File: src/rtl/core/cbcr_pkg.sv
`default_nettype none

package cbcr_pkg;

  // Restitution register
  localparam int unsigned REST_W     = 17;
  localparam logic [REST_W-1:0] REST_RESET = 17'd39322;

  // Contact codes
  localparam logic [1:0] CONTACT_NONE    = 2'd0;
  localparam logic [1:0] CONTACT_SEP     = 2'd1;
  localparam logic [1:0] CONTACT_IMPULSE = 2'd2;

  // Pipeline layout
  localparam int unsigned SQRT_BITS     = 32;
  localparam int unsigned SQRT_PER_STG  = 2;
  localparam int unsigned SQRT_STAGES   = SQRT_BITS / SQRT_PER_STG;
  localparam int unsigned DIV_STEPS     = 17;
  localparam int unsigned DIV_PER_STG   = 2;
  localparam int unsigned DIV_STAGES    = (DIV_STEPS + DIV_PER_STG - 1) / DIV_PER_STG;
  localparam int unsigned ST_IN         = 0;
  localparam int unsigned ST_DELTA      = 1;
  localparam int unsigned ST_SQUARE     = 2;
  localparam int unsigned ST_HIT        = 3;
  localparam int unsigned ST_SQRT0      = 4;
  localparam int unsigned ST_DIV0       = ST_SQRT0 + SQRT_STAGES;
  localparam int unsigned ST_NORM       = ST_DIV0 + DIV_STAGES;
  localparam int unsigned ST_PROD       = ST_NORM + 1;
  localparam int unsigned ST_POS        = ST_NORM + 2;
  localparam int unsigned ST_IMP        = ST_NORM + 3;
  localparam int unsigned ST_JVEC       = ST_NORM + 4;
  localparam int unsigned ST_VEL        = ST_NORM + 5;
  localparam int unsigned NUM_STAGES    = ST_VEL + 1;

  // Saturation bounds
  localparam logic signed [47:0] SAT_MAX = 48'sd2147483647;
  localparam logic signed [47:0] SAT_MIN = -48'sd2147483648;

  typedef struct packed {
    logic signed [31:0] circle_x;
    logic signed [31:0] circle_y;
    logic signed [31:0] circle_vx;
    logic signed [31:0] circle_vy;
    logic [15:0]        radius;
    logic signed [31:0] box_x;
    logic signed [31:0] box_y;
    logic signed [31:0] box_vx;
    logic signed [31:0] box_vy;
    logic [30:0]        box_half;
  } in_item_t;

  typedef struct packed {
    logic signed [31:0] new_circle_x;
    logic signed [31:0] new_circle_y;
    logic signed [31:0] new_circle_vx;
    logic signed [31:0] new_circle_vy;
    logic signed [31:0] new_box_x;
    logic signed [31:0] new_box_y;
    logic signed [31:0] new_box_vx;
    logic signed [31:0] new_box_vy;
    logic [1:0]         contact;
  } out_item_t;

  // Everything one item carries down the pipeline
  typedef struct packed {
    in_item_t           item;
    logic signed [34:0] dx;
    logic signed [34:0] dy;
    logic [33:0]        ax;
    logic [33:0]        ay;
    logic               ltx;
    logic               lty;
    logic [63:0]        sqa;
    logic [63:0]        sqb;
    logic [63:0]        rq2;
    logic               hit;
    logic [63:0]        sq_x;
    logic [34:0]        sq_rem;
    logic [31:0]        root;
    logic [32:0]        rem_x;
    logic [32:0]        rem_y;
    logic [16:0]        qx;
    logic [16:0]        qy;
    logic signed [17:0] nx;
    logic signed [17:0] ny;
    logic signed [33:0] pen;
    logic signed [32:0] rvx;
    logic signed [32:0] rvy;
    logic signed [51:0] mxp;
    logic signed [51:0] myp;
    logic signed [50:0] pvx;
    logic signed [50:0] pvy;
    logic signed [35:0] van;
    logic               approach;
    logic signed [55:0] jp;
    logic signed [56:0] jxp;
    logic signed [56:0] jyp;
    logic [1:0]         contact;
  } pipe_t;

  function automatic logic signed [31:0] sat32(input logic signed [47:0] v);
    logic signed [31:0] r;
    if (v > SAT_MAX) r = 32'sh7FFF_FFFF;
    else if (v < SAT_MIN) r = 32'sh8000_0000;
    else r = v[31:0];
    return r;
  endfunction

endpackage

`default_nettype wire

File: src/rtl/core/cbcr_pipe_ctl.sv
`default_nettype none

module cbcr_pipe_ctl #(
  parameter int unsigned DEPTH = cbcr_pkg::NUM_STAGES
) (
  input  wire              clk,
  input  wire              rst_n,
  input  wire              in_valid,
  input  wire              out_stall,
  output logic [DEPTH-1:0] ld,
  output logic [DEPTH-1:0] vld
);
  import cbcr_pkg::*;

  localparam int unsigned LAST = DEPTH - 1;

  logic [DEPTH-1:0] vld_r;

  // Load a stage when it is empty or its successor moves on
  always_comb begin
    ld[LAST] = !vld_r[LAST] || !out_stall;
    for (int k = LAST - 1; k >= 0; k--) begin
      ld[k] = !vld_r[k] || ld[k+1];
    end
  end

  // Advance valid bits alongside the data
  always_ff @(posedge clk) begin
    if (!rst_n) begin
      vld_r <= '0;
    end else begin
      if (ld[0]) vld_r[0] <= in_valid;
      for (int k = 1; k < DEPTH; k++) begin
        if (ld[k]) vld_r[k] <= vld_r[k-1];
      end
    end
  end

  assign vld = vld_r;

  // Occupancy tracks accepted minus delivered transactions
  a_fill: assert property (@(posedge clk) disable iff (!rst_n)
    (in_valid && ld[0] && !(vld_r[LAST] && !out_stall)) |=>
      ($countones(vld_r) == $past($countones(vld_r)) + 1))
    else $error("pipeline occupancy did not grow on accept");

  a_drain: assert property (@(posedge clk) disable iff (!rst_n)
    (!(in_valid && ld[0]) && vld_r[LAST] && !out_stall) |=>
      ($countones(vld_r) + 1 == $past($countones(vld_r))))
    else $error("pipeline occupancy did not shrink on delivery");

  a_even: assert property (@(posedge clk) disable iff (!rst_n)
    ((in_valid && ld[0]) == (vld_r[LAST] && !out_stall)) |=>
      ($countones(vld_r) == $past($countones(vld_r))))
    else $error("transaction lost or duplicated in pipeline");

endmodule

`default_nettype wire

File: config.mk
export PLATFORM = sky130hd
export DESIGN_NAME = cbcr_pipe_ctl
export DESIGN_NICKNAME = d
export VERILOG_FILES = /design/src/rtl/core/cbcr_pkg.sv /design/src/rtl/core/cbcr_pipe_ctl.sv
export SDC_FILE = /design/constraint.sdc
export NUM_CORES = 1
export LEC_CHECK = 0
export BUFFER_PORTS_ARGS = -buffer_cell sky130_fd_sc_hd__buf_2
export CORE_MARGIN = 2
export CORE_UTILIZATION = 45
export DETAILED_ROUTE_END_ITERATION = 16
export MAX_ROUTING_LAYER = met4
export PLACE_DENSITY = 0.81
export SLEW_MARGIN = 20
export SYNTH_ARGS = -nofsm -noshare
export SYNTH_HDL_FRONTEND = slang
export SYNTH_SLANG_ARGS = --single-unit
export TNS_END_PERCENT = 20
File: constraint.sdc
create_clock -name clk -period 4.5 [get_ports clk]
set_input_delay 1.35 -clock clk [delete_from_list [all_inputs] [get_ports clk]]
set_output_delay 1.35 -clock clk [all_outputs]
set_load 0.005 [all_outputs]
# ---- Yosys cells after proc, flatten, opt, wreduce, memory -nomap -nowiden
# Cells that the tools add are included.
dict set report op_classes {
  reduce_logical 71
}
# cell n
set ops {}
lappend ops {{logical NOT 1 bit} 36}
lappend ops {{logical OR 1 bit} 35}
dict set report word_totals {
  in_bits 4
  word_cells 106
  register_bits 35
  out_inout_bits 70
}

# ---- Logic depth before layout (Yosys ltp)
dict set report depth {
  depth_word 36
  mapped_depth 9
  depth_no_buf 9
}

# ---- Least setup slack after synthesis
# No wires, ideal clock.
dict set report synth_path {
  kind {input to output}
  from {input port out_stall}
  to {output port ld[11]}
  arrival_time_ns 2.638
  required_time_ns 3.150
  cell_stages 4
  setup_slack_ns 0.512
  n_path_buf 0
  path_cell_list {and3_4 -> inv_2 -> or4_4 -> or3_2}
}
dict set report synth_between {
  elab_chain_len 25
}
# item line_no
set synth_lines {}
lappend synth_lines {{start: declaration} cbcr_pipe_ctl.sv:9} ;# input wire out_stall,
lappend synth_lines {{logical NOT 1 bit} cbcr_pipe_ctl.sv:21} ;# ld[LAST] = !vld_r[LAST] || !out_stall;
lappend synth_lines {{logical OR 1 bit} cbcr_pipe_ctl.sv:21}
lappend synth_lines {{logical OR 1 bit} cbcr_pipe_ctl.sv:23} ;# ld[k] = !vld_r[k] || ld[k+1];
lappend synth_lines {{named net ld[33]} cbcr_pipe_ctl.sv:10} ;# output logic [DEPTH-1:0] ld,
lappend synth_lines {{logical OR 1 bit (22 in a row)} cbcr_pipe_ctl.sv:23}
lappend synth_lines {{end: declaration} cbcr_pipe_ctl.sv:10}
# The timed path passes the listed nets, and every way through them passes these cells.

# ---- Worst setup path after layout
dict set report layout_path {
  from {input port out_stall}
  to {output port ld[0]}
}
dict set report layout_between {
  elab_chain_len 36
}
# item line_no
set layout_lines {}
lappend layout_lines {{logical NOT 1 bit} cbcr_pipe_ctl.sv:21}
lappend layout_lines {{logical OR 1 bit} cbcr_pipe_ctl.sv:21}
lappend layout_lines {{logical OR 1 bit (34 in a row)} cbcr_pipe_ctl.sv:23}
# Every way passes these cells.

==> impl_metrics.py <==
metrics = {
    "worst_setup_path": {
        "critPathKind": "input pin to output port",
        "required_ps": 3150,
        "crit_top_cell": "buf_2",
        "r2r_setup_slack_ps": 2380,
        "path_cells": "buf_2 > and3_4 > inv_2 > or4_4 > nor2_1 > nand4_1 > buf_2",
        "rr_startpoint": "vld[34]$_SDFFE_PN0P_",
        "max_stage_delay_ps": 570,
        "r2r-end": "vld[6]$_SDFFE_PN0P_",
        "r2r_cells": 5,
        "critical_path_peak_fanout": 7,
        "worstPathArrival_ps": 2930,
        "cp-end-kind": "output port",
        "slowest_stage": "or4_4",
        "start_kind": "input pin",
    },
    "floorplan": {
        "die-area_sq_um": 3773,
        "die_w_um": 61.43,
        "start_util": 0.4782,
        "core-area_sq_um": 3103,
        "ios": 74,
        "die_h_um": 61.43,
        "num_rows": 20,
    },
    "sta": {
        "whs_ps": 474.1,
        "rsz0062_at_grt": "false",
        "skew_ps": 5.264,
        "tightest_slew_ps": 646.5,
        "fin_crit_sh": 0.9510,
        "finalHoldViolCount": 0,
        "final-setup-viol-count": 0,
        "final_max_slew_viol_count": 0,
        "max_slew_margin": 0.5657,
        "worst_slack_ps": 220.5,
        "tns_ps": 0,
        "clock.fmax_ghz": 0.2337,
        "period_minus_slack_ps": 4279,
    },
    "finish": {
        "n_antenna_cell": 0,
        "largest_reg_flops": 35,
        "syn_to_final_growth_pct": 30.61,
        "fill_cells": 306,
        "drive_gt1_frac": 0.3434,
        "nets": 270,
    },
    "clocking": {
        "clock_sinks": 35,
        "ctsHoldBuffers": 0,
        "cts_setup_buffers": 0,
        "cts_resized": 0,
        "numCtsBuffers": 5,
        "htree_levels": 2,
        "path_clk_slew_ps": 90,
        "cts_tree": "yes",
        "cts_buffer_depth": 2,
        "clock_latency_ps": 320,
        "cts-root-buf": "clkbuf_4",
    },
    "power": {
        "powerDensity_nw_per_um2": 241.4,
        "irDropWorstVdd_uv": 165.0,
        "p_leak_nw": 0.7410,
    },
    "yosys": {
        "yosysUniqueCellTypes": 28,
        "ys_warn_count": 0,
        "synth_edf_count": 0,
        "synthTopCellsByArea": "dfxtp_1 (47%), nand2_1 (8.6%), nand4_1 (6.3%), nand3_1 (4.7%), inv_1 (4.6%)",
        "synthesis.nets": 194,
        "synthFlopType": "dfxtp_1",
        "syn_inst": 190,
        "synthTopCellsByCount": "dfxtp_1 (35), nand2_1 (34), inv_1 (18), nor2_1 (18), nand4_1 (15)",
        "async_flop_share": 0,
        "synth_area_per_cell_sq_um": 7.810,
        "ys_seq_area_frac": 0.4722,
        "synth_top_area_share": 0.4722,
        "synth_seq_cells": 35,
        "netlist_area_sq_um": 1484,
        "yosysMostFrequentCell": "dfxtp_1",
        "yosysTopAreaCell": "dfxtp_1",
    },
    "global_routing": {
        "grt_pass1_vias": 1271,
        "grt_use_total": 0.2071,
        "grt_max_degree": 32,
        "grt_pass1_wl_um": 5589,
        "antenna_found_initial": 0,
        "overflow": 0,
    },
    "detailed_routing": {
        "vias": 1582,
        "drc": 0,
        "post_drt_wl_per_cell_um": 11.85,
        "dr.pass1.iters": 4,
        "drtIter0Drc": 76,
        "postRouteAntennaNets": 0,
        "drt-total-wl_um": 3662,
        "viasPerCell": 5.120,
    },
    "min_path": {
        "worstHoldPathType": "register to register",
        "worstHoldStart": "vld[10]$_SDFFE_PN0P_",
        "hold_depth": 2,
        "hold_path_end": "vld[11]$_SDFFE_PN0P_",
    },
    "job": {
        "maxCapViolCount": 0,
    },
    "place": {
        "place_ws_ps": 217.7,
        "hpwlAfterDp_um": 2749,
        "port_buffers": 73,
        "routabilityCongestion": 0.7956,
    },
    "run_status": {
        "run_status": "complete, no violations",
    },
}
-- worst max-delay path by stage --
stage / startpoint / slack [ps] / end
after floorplan: out_stall / 510 / ld[11]
after global placement: out_stall / 250 / ld[11]
after detailed placement: out_stall / 220 / ld[0]
after CTS: out_stall / 210 / ld[0]
after global routing: out_stall / 100 / ld[4]
final: out_stall / 220 / ld[0]
-- report_power, final --
group | total, mW | internal [mW] | leakage [nW] | switching (mW)
registers | 0.312 | 0.311 | 0.282 | 0.00148
clock network | 0.145 | 0.0555 | 0.0242 | 0.0892
logic | 0.0109 | 0.00276 | 0.434 | 0.00814
-- metal layers --
layer | track usage | vias to the layer above | part of all wire
met3 | 0.04412 | 9 | 0.067
met2 | 0.3161 | 62 | 0.46
li1 | - | 800 | -
met1 | 0.2634 | 711 | 0.46
met4 | 0.09422 | 0 | 0.017
met5 | - | - | 0
-- worst max-delay path, delay by kind of cell --
family,cells,cell delay (ps)
buffers and inverters,3,310
and+or+nand+nor,4,1270
-- cells by family (layout without fill, tap and decap cells) --
| group | Yosys count | count (layout) | share of synthesized area |
|---|---|---|---|
| AND/OR/NAND/NOR | 97 | 97 | 0.3347 |
| flip-flops | 35 | 35 | 0.4722 |
| AO/OA/AOI/OAI | 31 | 31 | 0.1248 |
| buffers and inverters | 27 | 102 | 0.06829 |
-- metrics by stage --
stage | area, sq um | cells | utilization | power, mW
final | 1938 | 309 | 0.6246 | 0.4679
after global routing | 1938 | 309 | 0.6246 | 0.4876
after CTS | 1938 | 309 | 0.6246 | 0.4716
after detailed placement | 1897 | 303 | 0.6113 | 0.3305
after global placement | 1897 | 303 | 0.6113 | 0.3304
after floorplan | 1484 | 190 | - | 0.3261
-- cell usage in the layout, fill, tap and decap left out, types with 2 or more instances in the layout --
| master | count |
|---|---|
| nor2_1 | 18 |
| nand2_1 | 34 |
| inv_2 | 2 |
| o21ai_0 | 10 |
| nand4_1 | 15 |
| o31ai_1 | 2 |
| and4_1 | 2 |
| a21oi_1 | 10 |
| dfxtp_1 | 35 |
| or4_4 | 2 |
| nor3_1 | 3 |
| clkbuf_4 | 5 |
| nand3_1 | 14 |
| buf_2 | 73 |
| inv_1 | 18 |
| o21a_1 | 6 |
| buf_4 | 2 |
-- final cells by class --
class,instances,area [sq um],share of cell area
Tap cell,44,55.05,0.02841
Sequential cell,35,700.7,0.3615
Timing Repair Buffer,75,380.4,0.1963
Clock buffer,6,41.29,0.02130
Inverter,21,78.83,0.04067
Multi-Input combinational cell,128,681.9,0.3518
No activity file was read; power rests on OpenSTA's default activity.
